### config.mk
export PLATFORM = sky130hd
export DESIGN_NAME = fpa_front
export DESIGN_NICKNAME = d
export VERILOG_FILES = /design/src/design/fixed_point_alu_defines.svh /design/src/design/fpa_pkg.sv /design/src/design/fpa_front.sv
export SDC_FILE = /design/constraint.sdc
export NUM_CORES = 2
export LEC_CHECK = 0
export BUFFER_PORTS_ARGS = -buffer_cell sky130_fd_sc_hd__buf_2
export CELL_PAD_IN_SITES_DETAIL_PLACEMENT = 1
export CELL_PAD_IN_SITES_GLOBAL_PLACEMENT = 2
export CORE_UTILIZATION = 35
export DETAILED_ROUTE_END_ITERATION = 8
export GPL_ROUTABILITY_DRIVEN = 0
export PLACE_DENSITY = 0.76
export SLEW_MARGIN = 20
export SYNTH_ARGS = -nofsm -noshare
export SYNTH_HDL_FRONTEND = slang
export SYNTH_SLANG_ARGS = --single-unit
### constraint.sdc
create_clock -name clk -period 0.99 [get_ports clk]
set_input_delay 0.297 -clock clk [delete_from_list [all_inputs] [get_ports clk]]
set_output_delay 0.297 -clock clk [all_outputs]
set_load 0.02 [all_outputs]
### src/design/fixed_point_alu_defines.svh
// Assertion macros for the fixed-point ALU
`ifndef FIXED_POINT_ALU_DEFINES_SVH
`define FIXED_POINT_ALU_DEFINES_SVH
// a implies b on the same edge
`define FPA_ASSERT_IMP(label, a, b) \
	label: assert property (@(posedge clk) disable iff (!arst_n) (a) |-> (b)) \
		else $error("assertion failed");
// a implies b at the next edge
`define FPA_ASSERT_NXT(label, a, b) \
	label: assert property (@(posedge clk) disable iff (!arst_n) (a) |=> (b)) \
		else $error("assertion failed");
`endif

### src/design/fpa_pkg.sv
// ---------------------------------------------------------------------------
// fpa_pkg: shared types and constants
// Operation codes, widths and the request record carried down the cell chain.
// ---------------------------------------------------------------------------
package fpa_pkg;
	localparam int FRAC_BITS = 8;
	localparam int W = 32;
	localparam int QW = 2 * W;           // dividend width after prescale
	localparam int NCELL = QW;           // one quotient bit per cell

	localparam logic [2:0] OP_ADD = 3'd0;
	localparam logic [2:0] OP_SUB = 3'd1;
	localparam logic [2:0] OP_MUL = 3'd2;
	localparam logic [2:0] OP_DIV = 3'd3;
	localparam logic [2:0] OP_MIN = 3'd4;
	localparam logic [2:0] OP_MAX = 3'd5;

	typedef struct packed {
		logic          vld;
		logic [2:0]    op;
		logic [W-1:0]  res;     // finished result for non-divide ops
		logic          neg;     // quotient sign
		logic          dz;
		logic          lt;
		logic          eq;
		logic          gt;
		logic [QW-1:0] num;     // dividend magnitude, shifted out one bit/cell
		logic [W-1:0]  den;     // divisor magnitude
		logic [W:0]    rem;     // partial remainder
		logic [QW-1:0] quo;     // quotient bits, shifted in one bit/cell
	} cell_t;
endpackage

### src/design/fpa_front.sv
// ---------------------------------------------------------------------------
// fpa_front: operand decode stage
// Add/sub/min/max/compare, multiply, and divide setup into the first cell.
// ---------------------------------------------------------------------------
module fpa_front (
	input  logic                 clk,
	input  logic                 arst_n,
	input  logic                 en,
	input  logic                 in_vld,
	input  logic [2:0]           op,
	input  logic signed [31:0]   a,
	input  logic signed [31:0]   b,
	output fpa_pkg::cell_t       cell_s1
);
	import fpa_pkg::*;
	logic signed [QW-1:0] prod;
	logic [W-1:0]  res;
	logic [W-1:0]  ma, mb;
	logic          lt;

	always_comb begin
		lt = a < b;
		prod = QW'(a) * QW'(b);
		ma = a[W-1] ? W'(-a) : W'(a);
		mb = b[W-1] ? W'(-b) : W'(b);
		case (op)
			OP_ADD:  res = W'(a + b);
			OP_SUB:  res = W'(a - b);
			OP_MUL:  res = W'(prod >>> FRAC_BITS);
			OP_MIN:  res = lt ? a : b;
			OP_MAX:  res = (a > b) ? a : b;
			default: res = '0;
		endcase
	end

	always_ff @(posedge clk or negedge arst_n) begin
		if (!arst_n) begin
			cell_s1 <= '0;
		end else if (en) begin
			cell_s1.vld <= in_vld;
			cell_s1.op  <= op;
			cell_s1.res <= res;
			cell_s1.neg <= a[W-1] ^ b[W-1];
			cell_s1.dz  <= (op == OP_DIV) && (b == '0);
			cell_s1.lt  <= lt;
			cell_s1.eq  <= a == b;
			cell_s1.gt  <= a > b;
			cell_s1.num <= QW'(ma) << FRAC_BITS;
			cell_s1.den <= mb;
			cell_s1.rem <= '0;
			cell_s1.quo <= '0;
		end
	end
endmodule

Word level (Yosys, flattened, before mapping). Index checks and enable logic that the tools add are counted.

Add/subtract/negate cells: 4. Multipliers: 1. $lt $le $gt $ge: 2. Equal/unequal tests: 6. Mux-type cells: 5. Bitwise logic cells: 1. Reductions and logical operators: 3.

Operators by type and width (number): $pmux 32 s5 (1); $mux 32 (4); $neg 32->32 (2); $mul 32x32->40 (1); $add 32x32->32 (1); $eq 32x32->1 (1); $gt 32x32->1 (1); $logic_not 32->1 (1); $lt 32x32->1 (1); $sub 32x32->32 (1); $eq 3x2->1 const B (2); $eq 3x3->1 const B (2); $eq 3x1->1 const B (1); $logic_not 3->1 (1); $logic_and 1x1->1 (1); $xor 1x1->1 (1).

Flip-flop bits (word level): 105.

Longest topological paths before layout.
Depth after elaboration: 3. Mapped depth: 29.

Worst setup path after synthesis. OpenSTA, ideal clock, no wires.

Path type: in2reg. Start: in a[17]. End: reg cell_s1[225] (netlist bit). Setup time: 0.140 ns. Data arrival time: 7.248 ns. Data required time: 0.850 ns. Path slack: -6.398 ns. Stages on the path: 24. Buffers on the path: 2. Path through: clkbuf_1 -> clkbuf_1 -> and2_1 -> fa_1 -> fa_1 -> fa_1 -> inv_1 -> fa_1 -> inv_1 -> fa_1 -> fa_1 -> fa_1 -> fa_1 -> ha_1 -> a211oi_1 -> nor2_1 -> o31a_1 -> o311ai_0 -> a41o_1 -> a41oi_1 -> a21oi_1 -> xnor2_1 -> a222oi_1 -> o221ai_1.

Longest elaborated chain between the ends: 3.

Ends and longest elaborated chain: start: declaration (RTL line fpa_front.sv:11) `input logic signed [31:0] a,`; parallel branches: the longest is 2 deep, another holds $mul 32x32->40; $pmux 32 s5 * (RTL line fpa_front.sv:26) `case (op)`; end: declaration (RTL line fpa_front.sv:13) `output fpa_pkg::cell_t cell_s1`.

Mark *: on every way between the ends. A chain may end at the register's enable or synchronous reset.

Worst setup path after layout.
Start: in b[3]. End: reg cell_s1[228] (netlist bit).

Longest elaborated chain between the ends: 3.

Ends and longest elaborated chain: start: declaration (RTL line fpa_front.sv:12) `input logic signed [31:0] b,`; parallel branches: the longest is 2 deep, another holds $mul 32x32->40; $pmux 32 s5 * (RTL line fpa_front.sv:26).

Marks and branches as above.

==> flow_summary.ini <==
[outcome]
outcome = finished, violations left
violations = negative setup slack

[critical_path]
r2r_setup_slack_ns = -0.39
path_class = primary input to flip-flop
required_ns = 1.27
crit_path_end_kind = flip-flop
r2r-end = cell_s1[226]$_DFFE_PN0P_
crit_path_start = b[3]
cp_max_fo = 7
reg2reg_depth = 4
cp.arrival_ns = 7.22
r2r-start = cell_s1[226]$_DFFE_PN0P_
cp-start-kind = primary input

[layout]
fin_area_mm2 = 0.0449
stdcell_count = 5877
drive_gt1_frac = 0.312
reg_top3 = cell_s1: 105 flops
final_cell_mix = inv_1 (673), buf_4 (639), fa_1 (585)
fin_util = 0.473
largest_reg_flops = 105
syn_to_final_growth_pct = 33.8
final_common_cell = inv_1
top_register = cell_s1
fin_nets = 5536

[route]
viasPerCell = 5.07
wl_um = 139000
dr.pass1.iters = 5
drt_iter0_markers = 1565
drt-wirelength-per-cell_um = 23.6
ant_nets = 0
via_count = 29814
remaining_drc_errors = 0

[synth]
ys_seq_area_frac = 0.0783
syn-instance-count = 3879
ys.flop_type = dfrtp_1
synth_seq_cells = 105
avgSynthCellArea_um2 = 8.65
synth_edf_count = 0
synthDistinctLibCells = 80
syn-cell-area_mm2 = 0.0335
async_reset_ff_frac = 1.00
yosys_warnings = 0

[min_path]
min_to = cell_s1[233]$_DFFE_PN0P_
min_path_type = primary input to flip-flop
hold_depth = 2
hp-start = in_vld

[grt]
grt_first_pass_wirelength_um = 206000
overflow = 0
grt_antenna_before_repair = 6
grtUsageMet1 = 0.334
grt_util_met2 = 0.507
met3_usage = 0.0235
grt_pass1_vias = 33193
grt_max_degree = 94
gr-usage-all-layers = 0.280
busiest_layer = met2

[clock_network]
clk_pin_slew_worst_paths_ns = 0.09
cts_inserted_buffers = 9
cts-root-buf = clkbuf_16
cts_buffer_depth = 2
cts.sinks = 105
h-tree-depth = 3
worstSkewPairLatency_ns = 0.38
cts_tree = yes

[floorplanning]
row_count = 113
die_width_um = 312
core-area_mm2 = 0.0950
start_util = 0.353
io_pins = 305
die-height_um = 312
die_area_mm2 = 0.0971

[timing]
max_clock_freq_mhz = 144
drv_slew = 0
final.setup.worst_slack_ns = -5.95
relSlewSlack = 0.624
rsz0062_at_grt = yes
setup_viol = 204
period_needed_ns = 6.94
worstMarginPinSlew_ns = 0.562
finClkSkew_ns = 0
timing.final.crit_share = 7.01
hold_violations = 0

[placement]
port_buffers = 175
pre_cts_ws_ns = -6.64
placed_area_mm2 = 0.0411
hpwl_um = 114000
place_inst = 5779

[run]
max-cap-violations = 0
cells in the mapped netlist (all sizes together) (12+ instances only):
cell,n,area share
a21o,21,0.0047
a21oi,154,0.023
a31oi,14,0.0026
and2,405,0.076
buf,153,0.032
clkbuf,214,0.024
dfrtp,105,0.078
fa,644,0.38
ha,220,0.082
inv,728,0.081
mux2,13,0.0044
mux2i,25,0.0075
nand2,357,0.040
nand2b,21,0.0039
nand3,24,0.0037
nand4,16,0.0030
nor2,191,0.022
nor2b,21,0.0039
nor3,22,0.0033
o211ai,12,0.0027
o21ai,105,0.016
o22ai,21,0.0039
o2bb2ai,12,0.0031
o31ai,22,0.0049
or3,18,0.0038
xnor2,110,0.029
xor2,60,0.016
per-layer routing:
metal | wire length [um] | vias up
met5 | 9 | -
met4 | 8010 | 2
met3 | 4630 | 290
met2 | 72100 | 760
met1 | 54100 | 15671
li1 | - | 13091
worst max path at each step:
stage               cells after the start                       end
floorplan                              24  cell_s1[229]$_DFFE_PN0P_
global placement                       23  cell_s1[229]$_DFFE_PN0P_
detailed placement                     24  cell_s1[229]$_DFFE_PN0P_
CTS                                    25  cell_s1[225]$_DFFE_PN0P_
global route                           23  cell_s1[225]$_DFFE_PN0P_
finish                                 27  cell_s1[228]$_DFFE_PN0P_
cells by family (layout without fill, tap and decap cells):
family	after synthesis	count (layout)	share of synthesized area
adder cells (fa/ha/maj)	864	864	0.466
buffers and inverters	1096	1695	0.138
other	1	135	0.000112
AND/OR/NAND/NOR	1117	1117	0.168
XOR/XNOR	170	170	0.0444
flip-flops	105	105	0.0783
multiplexers	38	38	0.0118
AO/OA/AOI/OAI	488	488	0.0935
per-stage QoR:
step | hold slack (ns) | TNS [ns]
after detailed placement | 0.183 | -330.69
after global placement | 0.181 | -326.34
after CTS | 0.136 | -291.83
after global routing | 0.154 | -304.83
after floorplan | 0.00141 | -241.85
final | 0.155 | -295.70
repair_timing:
| action | in CTS | in global routing |
|---|---|---|
| pin swaps | 202 | 204 |
| hold buffers | 1 | 0 |
| cloned | 2 | 4 |
| endpoints found under the hold margin | 6 | 0 |
| setup buffers | 49 | 36 |
| endpoints found under the setup margin | 204 | 204 |
| gates resized for setup | 421 | 229 |
worst max-delay path, cell delays in order:
cell,delay [ns]
buf_16,0.13
buf_6,0.12
buf_8,0.12
and2_4,0.13
fa_1,0.57
fa_1,0.44
fa_1,0.51
inv_2,0.05
fa_1,0.53
inv_1,0.08
ha_4,0.29
ha_4,0.19
fa_1,0.48
inv_1,0.06
fa_1,0.53
inv_2,0.06
ha_4,0.28
nand3_4,0.08
o31ai_4,0.36
o211ai_1,0.30
and3_4,0.25
o31a_1,0.35
o31ai_4,0.30
a41oi_2,0.16
buf_4,0.17
mux2i_1,0.11
a221o_1,0.27
area by class of cell:
| cell class | instances | area, um2 |
|---|---|---|
| timing repair buffer | 950 | 8240 |
| clock inverter | 7 | 63.8 |
| sequential | 105 | 2630 |
| multi-input combinational | 2806 | 29400 |
| inverter | 729 | 2770 |
| clock buffer | 9 | 225 |
| antenna | 6 | 15.0 |
| tap | 1265 | 1580 |
| fill | 11043 | 50100 |
Power is not shown: default switching activity piles up to over one toggle a cycle in this logic, so the estimate is an artifact.
