--- config.mk ---
export PLATFORM = sky130hd
export DESIGN_NAME = fpa_cell
export DESIGN_NICKNAME = d
export VERILOG_FILES = /design/src/design/fixed_point_alu_defines.svh /design/src/design/fpa_pkg.sv /design/src/design/fpa_cell.sv
export SDC_FILE = /design/constraint.sdc
export NUM_CORES = 1
export LEC_CHECK = 0
export BUFFER_PORTS_ARGS = -buffer_cell sky130_fd_sc_hd__buf_2
export CAP_MARGIN = 20
export CELL_PAD_IN_SITES_DETAIL_PLACEMENT = 2
export CELL_PAD_IN_SITES_GLOBAL_PLACEMENT = 2
export CORE_ASPECT_RATIO = 0.6
export CORE_MARGIN = 3
export CORE_UTILIZATION = 27
export CTS_BUF_LIST = sky130_fd_sc_hd__clkbuf_16
export CTS_CLUSTER_DIAMETER = 30
export DETAILED_ROUTE_END_ITERATION = 8
export PLACE_DENSITY_LB_ADDON = 0.1
export SYNTH_ARGS = -nofsm -noshare
export SYNTH_HDL_FRONTEND = slang
export SYNTH_SLANG_ARGS = --single-unit
export TNS_END_PERCENT = 10
--- constraint.sdc ---
create_clock -name clk -period 0.8 [get_ports clk]
set_clock_uncertainty 0.05 [all_clocks]
set_input_delay 0.04 -clock clk [delete_from_list [all_inputs] [get_ports clk]]
set_output_delay 0.04 -clock clk [all_outputs]
set_load 0.02 [all_outputs]
--- src/design/fixed_point_alu_defines.svh ---
// Assertion macros for the fixed-point ALU
`ifndef FIXED_POINT_ALU_DEFINES_SVH
`define FIXED_POINT_ALU_DEFINES_SVH
// a implies b on the same edge
`define FPA_ASSERT_IMP(label, a, b) \
	label: assert property (@(posedge clk) disable iff (!arst_n) (a) |-> (b)) \
		else $error("assertion failed");
// a implies b at the next edge
`define FPA_ASSERT_NXT(label, a, b) \
	label: assert property (@(posedge clk) disable iff (!arst_n) (a) |=> (b)) \
		else $error("assertion failed");
`endif

--- src/design/fpa_pkg.sv ---
// ---------------------------------------------------------------------------
// fpa_pkg: shared types and constants
// Operation codes, widths and the request record carried down the cell chain.
// ---------------------------------------------------------------------------
package fpa_pkg;
	localparam int FRAC_BITS = 8;
	localparam int W = 32;
	localparam int QW = 2 * W;           // dividend width after prescale
	localparam int NCELL = QW;           // one quotient bit per cell

	localparam logic [2:0] OP_ADD = 3'd0;
	localparam logic [2:0] OP_SUB = 3'd1;
	localparam logic [2:0] OP_MUL = 3'd2;
	localparam logic [2:0] OP_DIV = 3'd3;
	localparam logic [2:0] OP_MIN = 3'd4;
	localparam logic [2:0] OP_MAX = 3'd5;

	typedef struct packed {
		logic          vld;
		logic [2:0]    op;
		logic [W-1:0]  res;     // finished result for non-divide ops
		logic          neg;     // quotient sign
		logic          dz;
		logic          lt;
		logic          eq;
		logic          gt;
		logic [QW-1:0] num;     // dividend magnitude, shifted out one bit/cell
		logic [W-1:0]  den;     // divisor magnitude
		logic [W:0]    rem;     // partial remainder
		logic [QW-1:0] quo;     // quotient bits, shifted in one bit/cell
	} cell_t;
endpackage

--- src/design/fpa_cell.sv ---
// ---------------------------------------------------------------------------
// fpa_cell: one restoring-division step
// Takes one dividend bit, forms one quotient bit, passes the record on.
// ---------------------------------------------------------------------------
module fpa_cell (
	input  logic           clk,
	input  logic           arst_n,
	input  logic           en,
	input  fpa_pkg::cell_t d,
	output fpa_pkg::cell_t q
);
	import fpa_pkg::*;
	logic [W:0] trial;
	logic [W:0] diff;
	logic       take;

	always_comb begin
		trial = {d.rem[W-1:0], d.num[QW-1]};
		diff  = trial - {1'b0, d.den};
		take  = !diff[W];
	end

	always_ff @(posedge clk or negedge arst_n) begin
		if (!arst_n) begin
			q <= '0;
		end else if (en) begin
			q.vld <= d.vld;
			q.op  <= d.op;
			q.res <= d.res;
			q.neg <= d.neg;
			q.dz  <= d.dz;
			q.lt  <= d.lt;
			q.eq  <= d.eq;
			q.gt  <= d.gt;
			q.den <= d.den;
			q.num <= {d.num[QW-2:0], 1'b0};
			q.rem <= take ? diff : trial;
			q.quo <= {d.quo[QW-2:0], take};
		end
	end
endmodule

## Yosys cells after proc, flatten, opt, wreduce, memory -nomap -nowiden

Index checks and enable logic that the tools add are counted.

- Input bits: 237
- Logic and storage cells: 15
- Register bits after elaboration: 233
- Output and inout port bits: 234

- Reduce and logical (&&, ||, !) cells: 1
- Mux-type cells: 1
- Add/subtract/negate cells: 1

Operators by type and width:

| kind | number |
|---|---|
| two-way mux 33 bit | 1 |
| subtractor 33 x 32 -> 33 bit | 1 |
| logical NOT 1 bit | 1 |

## Depth between registers and ports, before layout

Gate-level depths: netlist (run 1).

- Depth after elaboration: 2
- Mapped depth: 16
- Gate-level depth less buffers: 15

## Worst setup path after synthesis (run 1)

No wires, ideal clock.

- Path type: input-to-reg
- From: input port d[114] (netlist bit)
- To: register q[91] (netlist bit)
- Cell stages on the path: 14
- Arrival: 3.075 ns
- Path slack: -2.394 ns
- Setup time: 0.069 ns
- Required time: 0.681 ns
- Path buffers: 1
- Cells stage by stage: inv_1 > ha_1 > a21o_1 > a21o_1 > a2111oi_0 > or4_1 > o211ai_1 > o221ai_1 > o21ai_0 > ha_1 > clkbuf_1 > nand2_1 > or4b_2 > nand3_1

- Longest elaborated chain between the ends: 2

RTL lines:

| what | line | source |
|---|---|---|
| start: declaration | fpa_cell.sv:9 | `input fpa_pkg::cell_t d,` |
| subtractor 33 x 32 -> 33 bit | fpa_cell.sv:19 | `diff = trial - {1'b0, d.den};` |
| two-way mux 33 bit | fpa_cell.sv:37 | `q.rem <= take ? diff : trial;` |
| end: declaration | fpa_cell.sv:10 | `output fpa_pkg::cell_t q` |

Every way passes these cells.
A chain may end at the register's enable or synchronous reset.

## Worst setup path after layout (run 1)

- From: input port d[192] (netlist bit)
- To: register q[77] (netlist bit)

Same word-level chain as after synthesis.

==> metrics.txt, run 1 <==
status=finished with violations; violated checks=negative hold slack, negative setup slack; htree depth=2; flops & latches, synth=233; layout cell share with drive strength beyond 1=0.548; DR iter-0 viols=401; grt ovf=0; Worst Setup End Kind=register; final setup fails=435; Avg Cell Area, Syn=12.5 µm²; Syn Nets=1,140; Reg with most FFs=q; layout net count=2,050; Initial Util=0.276; Net Sw Frac=0.307; area delta synth->final=88.4%; Sum Neg Setup Slack=-150.30 ns; gpl congestion=0.787; Synth area leader=dfrtp_1; most common cell in the netlist=dfrtp_1; Ys Warns=0; pwr dens=between 2000 and 2500 nW/µm²; I/O Buffers=between 400 and 500; CTS Sinks=about 230; sw power=15.0 mW; Period Utilization, post-route=3.09; Syn Inst Count=869; final count of hold timing violations=23; area of the core=between 30,000 and 40,000 µm²; Die ar.=42,700 µm²; Post-synth ARST share=1.00; largest fanout on the critical path=7; Row Count=56; vias in the first global route=13,100; Internal=33.9 mW; largest cells by area after synthesis=dfrtp_1 54%, mux2_2 21%, ha_1 3.8%, a21oi_1 2.4%, mux2i_1 2.2%; reg2reg path depth=3; hold-critical path depth=4; final worst slack=-1.67 ns; total CTS buffers=54; synthesized cell area=10,800 µm²; die height=about 160 µm; Synth top area share=0.538; largest family of logic cells by synthesized area=multiplexers; final core utilization=0.520; minimum clock period=2.47 ns; Clock Latency Late Sink=0.54 ns; FMAX=405 MHz; unrepaired setup endpoints after global routing=yes; Synth Area in Simple Gates=0.0582; synth cell count leaders=233 x dfrtp_1, 205 x mux2_2, 53 x a21oi_1; Pre-antenna DRT Iters=4; Tot Pwr=48.9 mW; routed len/inst=roughly 24 µm; power share of the sequential group=0.290; part of the Yosys area used for sequential elements=0.538; first-pass GRT wire length=83,100 µm; final hold slack=-0.165 ns; XOR/XNOR Fraction of Synth Area=0.0186; Clk pin slew, worst setup/hold paths=approximately 0.050 ns; max reg flops=233; layout filler cell count=3,879; CTS tree=yes; GRT Resource Usage Total=0.255; vias post-DR=10,800; Compound-Gate Fraction of Synth Area=0.0786; clock buffer depth=3; Largest regs=q: 233 flops; Worst EP required=approximately 1.2 ns; hpwl dp=35,300 µm; VDD IR max=around 1600 µV; Root Buffer=clkbuf_16; crit path kind=input port to register; count of cell types in the netlist=53; Slew Viols, Final=0; logic gate share of total power=0.254; chip width=265 µm; Hold WC Path Type=input port to register; Clock Power Share=0.456; initial antenna violation count=6; Worst Setup Start Kind=input port; Post-synth top flop=dfrtp_1; Synth Area in Adders=0.0399; # DRC=0; multiplexer area fraction after synthesis=0.235; CP arrival=2.91 ns; max cap viols=0; EDFF count, synth=0; Routed WL=about 56,000 µm; P_leak=between 9 and 10 nW; vias per inst=approximately 4.6; Routed Antenna Nets=0; pin count of the biggest net entering global routing=49; I/O pins=471
## layout make-up
cell class | count | area, µm² | area share
clock buffer | 54 | 1350 | 0.0661
inverter | 46 | 188 | 0.00919
clock inverter | 47 | 448 | 0.0219
antenna | 8 | 20.0 | 0.000980
multi-input combinational | 547 | 5010 | 0.245
sequential | 233 | 5830 | 0.285
timing repair buffer | 897 | 6930 | 0.339
tap | 522 | 653 | 0.0320
## per-stage QoR
stage	instances	setup slack [ns]	cell area [µm²]
floorplan	869	-1.99	10900
global placement	1996	-2.40	15200
detailed placement	1996	-2.61	15200
CTS	2335	-1.63	20000
global route	2351	-1.79	20400
finish	2354	-1.67	20400
## what timing repair did
| action | in CTS | in global routing |
|---|---|---|
| hold buffers | 227 | 3 |
| pin swaps | 24 | 5 |
| hold endpoints to repair | 466 | 22 |
| setup endpoints to repair | 360 | 462 |
| setup buffers | 11 | 8 |
| resized for setup | 180 | 88 |
## power by group through the flow
stage / Clock (mW) / Sequential [mW] / Combinational [mW]
after floorplan: 0 / 15.7 / 3.29
after global routing: 23.4 / 14.4 / 13.2
after global placement: 0 / 14.0 / 9.57
after detailed placement: 0 / 14.1 / 9.82
final: 22.3 / 14.2 / 12.4
after CTS: 22.4 / 14.0 / 11.8
## worst paths after layout
| kind | startpoint | to | slack [ns] |
|---|---|---|---|
| worst max-delay path | d[192] | q[77] | -1.67 |
| worst min-delay path | d[192] | q[64] | -0.16 |
| worst max register to register | q[76] | q[76] | -0.27 |
| worst min register to register | q[58] | q[58] | 0.45 |
| max in group asynchronous | arst_n | q[102] | 0.14 |
| min in group asynchronous | arst_n | q[163] | -0.07 |
## logic make-up (layout without fill, tap and decap cells)
family                     count (synthesis)  count (layout)
AOI/OAI and AO/OA                        129             129
other                                      1               9
muxes                                    229             229
adders and majority gates                 34              34
xor gates and xnor gates                  23              23
buffers and inverters                     89            1044
and+or+nand+nor                          131             131
DFF                                      233             233
## critical path, stage by stage
cell and delay [ns]:
buf_8 0.09, inv_12 0.03, ha_4 0.15, fa_2 0.37, nor2b_4 0.14, o211ai_1 0.19, a21oi_2 0.22, a21oi_2 0.08
o211ai_1 0.28, o221ai_2 0.19, o21ai_2 0.19, ha_4 0.26, buf_12 0.16, buf_8 0.13, mux2i_4 0.18, a21oi_2 0.18
## layer usage
| metal | part of all wire | global-route usage | up-vias |
|---|---|---|---|
| met5 | 0 | 0 | - |
| met4 | 0.028 | 0.0746 | 0 |
| met3 | 0.058 | 0.0607 | 87 |
| met2 | 0.51 | 0.461 | 311 |
| met1 | 0.40 | 0.303 | 5440 |
| li1 | - | - | 4914 |
## cell usage in the layout, fill, tap and decap left out, types with 9 or more instances in the layout
master and instances:
dfrtp_1 233, a21oi_1 48, buf_12 15, nand3_1 10, inv_1 50, clkinv_1 9
a21o_1 13, dlygate4sd3_1 230, buf_6 96, nand2_1 26, mux2_4 42, clkinv_2 12
buf_4 169, buf_2 382, nor2_1 48, xnor2_1 15, mux2i_1 22, nand4_1 10
clkbuf_16 54, o21ai_0 15, ha_1 28, clkinvlp_4 9, mux2_2 163
(Power assumes the default switching activity.)
==> inputs of run 2 (changes only) <==
--- a/config.mk
+++ b/config.mk
@@ -9,8 +9,8 @@
 export CAP_MARGIN = 20
 export CELL_PAD_IN_SITES_DETAIL_PLACEMENT = 2
 export CELL_PAD_IN_SITES_GLOBAL_PLACEMENT = 2
-export CORE_ASPECT_RATIO = 0.6
-export CORE_MARGIN = 3
+export CORE_ASPECT_RATIO = 1.2
+export CORE_MARGIN = 2
 export CORE_UTILIZATION = 27
 export CTS_BUF_LIST = sky130_fd_sc_hd__clkbuf_16
 export CTS_CLUSTER_DIAMETER = 30
==> metrics.txt, run 2 (synthesized netlist as in run 1, its figures left out) <==
routed len/inst=24.5 µm (+3.0%); final worst slack=-1.63 ns (+0.0342 ns); area delta synth->final=92.5%; most common cell after layout, fill and taps aside=buf_2; min-delay src=d[97]; reg2reg path depth=3 (unchanged); Clk pin slew, worst setup/hold paths=0.05 ns (about the same); max cap viols=0 (unchanged); htree depth=2 (unchanged); total CTS buffers=58 (+7.4%); first-pass GRT wire length=84,900 µm (+2.2%); crit path kind=input port to register; unrepaired setup endpoints after global routing=yes; Pre-antenna DRT Iters=4 (unchanged); Reg2Reg Setup Slack=-0.16 ns (+0.11 ns); Cell Count, Final, Fillers Out=2,376 (+0.93%); violated checks=negative hold slack, negative setup slack; Reg with most FFs=q; gpl congestion=0.764 (-3.0%); CTS tree=yes; Die ar.=41,800 µm² (-2.1%); hpwl dp=34,300 µm (-2.6%); Placed Cells incl. Taps=2,011 (+0.75%); final setup fails=456 (+4.8%); VDD IR max=1900 µV (+16%); area of the core=39,700 µm² (+1.1%); I/O pins=471 (unchanged); Initial Util=0.273 (-0.00299); P_leak=10.1 nW (+1.6%); status=finished with violations; Root Buffer=clkbuf_16; worst r2r dst=q[93]; Worst EP required=1.20 ns (-0.04 ns); Hold WC Path Type=input port to register; max reg flops=233 (unchanged); layout cell share with drive strength beyond 1=0.558 (+0.00998); I/O Buffers=467 (unchanged); Clock Latency Late Sink=0.58 ns (+0.04 ns); final hold slack=-0.360 ns (-0.195 ns); Crit Reg-Reg Startpoint=q[93]; pwr dens=2450 nW/µm² (+2.3%); DR iter-0 viols=286 (-29%); vias per inst=4.65 (+1.9%); Largest regs=q: 233 flops; Slew Viols, Final=0 (unchanged); final count of hold timing violations=36 (+57%); initial antenna violation count=15 (+9); Row Count=80 (+43%); pin count of the biggest net entering global routing=48 (-2.0%); CTS Sinks=233 (unchanged); die height=224 µm (+39%); hold-critical path depth=2 (-2); layout net count=2,054 (+0.20%); vias post-DR=11,100 (+2.9%); largest fanout on the critical path=7 (unchanged); Worst Setup Start Kind=input port; Routed WL=58,200 µm (+3.9%); Worst Hold Path EP=q[97]; Routed Antenna Nets=0 (unchanged); minimum clock period=2.43 ns (-0.0342 ns); vias in the first global route=13,600 (+4.3%); FMAX=411 MHz (+1.4%); # DRC=0 (unchanged); Period Utilization, post-route=3.04 (-0.0427); grt ovf=0 (unchanged); clock buffer depth=3 (unchanged); chip width=187 µm (-29%); Worst Setup End Kind=register; GRT Resource Usage Total=0.269 (+0.0136); CP arrival=2.84 ns (-0.07 ns); Setup WS pre-CTS=-2.62 ns (-0.00753 ns); most frequent cells in the layout=376 x buf_2, 232 x dfrtp_1, 229 x dlygate4sd3_1
## run 2: changes by cell type in the layout (fill, tap and decap cells not counted), moves of 3 or more
cell        previous run  this run
buf_6                 96       106
buf_4                169       160
a21oi_1               48        42
a21oi_2                5        11
buf_12                15        21
buf_2                382       376
diode_2                8        14
mux2i_1               22        17
mux2i_4                1         6
clkbuf_16             54        58
clkinvlp_4             9         5
clkinv_1               9         6
inv_1                 50        53
## run 2: how the worst max path moves through the flow
stage | start | to | slack, ns | cells past startpoint
5_1_grt | d[64] | q[86] | -1.76 | 16
2_1_floorplan | d[192] | q[76] | -1.99 | 16
6_report | d[80] | q[86] | -1.63 | 15
3_5_place_dp | d[80] | q[68] | -2.62 | 14
4_1_cts | d[114] | q[85] | -1.54 | 16
3_3_place_gp | d[192] | q[64] | -2.43 | 15
## run 2: report_power, final
| group | internal, mW | total [mW] | switching, mW | leakage, nW |
|---|---|---|---|---|
| Clock | 15.7 | 24.0 | 8.24 | 0.984 |
| Combinational | 6.39 | 12.8 | 6.43 | 6.39 |
| Sequential | 13.2 | 14.3 | 1.06 | 2.72 |
## run 2: timing repair
item / CTS / global route
buffers inserted: 9 / 4
hold endpoints to repair: 466 / 45
cloned: 3 / 0
pin swaps: 32 / 19
resized for setup: 200 / 104
setup endpoints to repair: 347 / 468
hold buffers: 227 / 3
## run 2: area by class of cell
type	count	area [µm²]
Clock buffer	58	1450
Clock inverter	48	504
Antenna cell	14	35.0
Sequential cell	233	5830
Fill cell	3933	18900
Tap cell	533	667
Inverter	46	188
Timing Repair Buffer	897	7090
Multi-Input combinational cell	547	5100
## run 2: critical path: stages
cell	delay (ns)
buf_2	0.12
ha_4	0.27
a21o_1	0.12
a21o_1	0.18
a2111oi_4	0.09
or4_4	0.52
o211ai_1	0.12
buf_4	0.18
o221ai_4	0.12
o21ai_2	0.18
ha_4	0.25
buf_6	0.15
buf_12	0.14
mux2i_4	0.27
a21oi_2	0.07
## run 2: metal layers
metal	up-vias	global-route usage	share of wire
met5	-	0.00583	0.00036
met2	407	0.517	0.56
met4	4	0.142	0.049
met3	148	0.0821	0.064
met1	5572	0.252	0.32
li1	4929	-	-
## run 2: per-stage QoR
step            util  TNS (ns)  total power, mW  area, µm²
2_1_floorplan      -   -185.96             19.0      10900
3_3_place_gp   0.386   -126.94             23.6      15300
3_5_place_dp   0.386   -134.43             23.9      15300
4_1_cts        0.514   -159.98             50.0      20400
5_1_grt        0.525   -178.30             52.9      20900
6_report       0.525   -161.46             51.1      20900
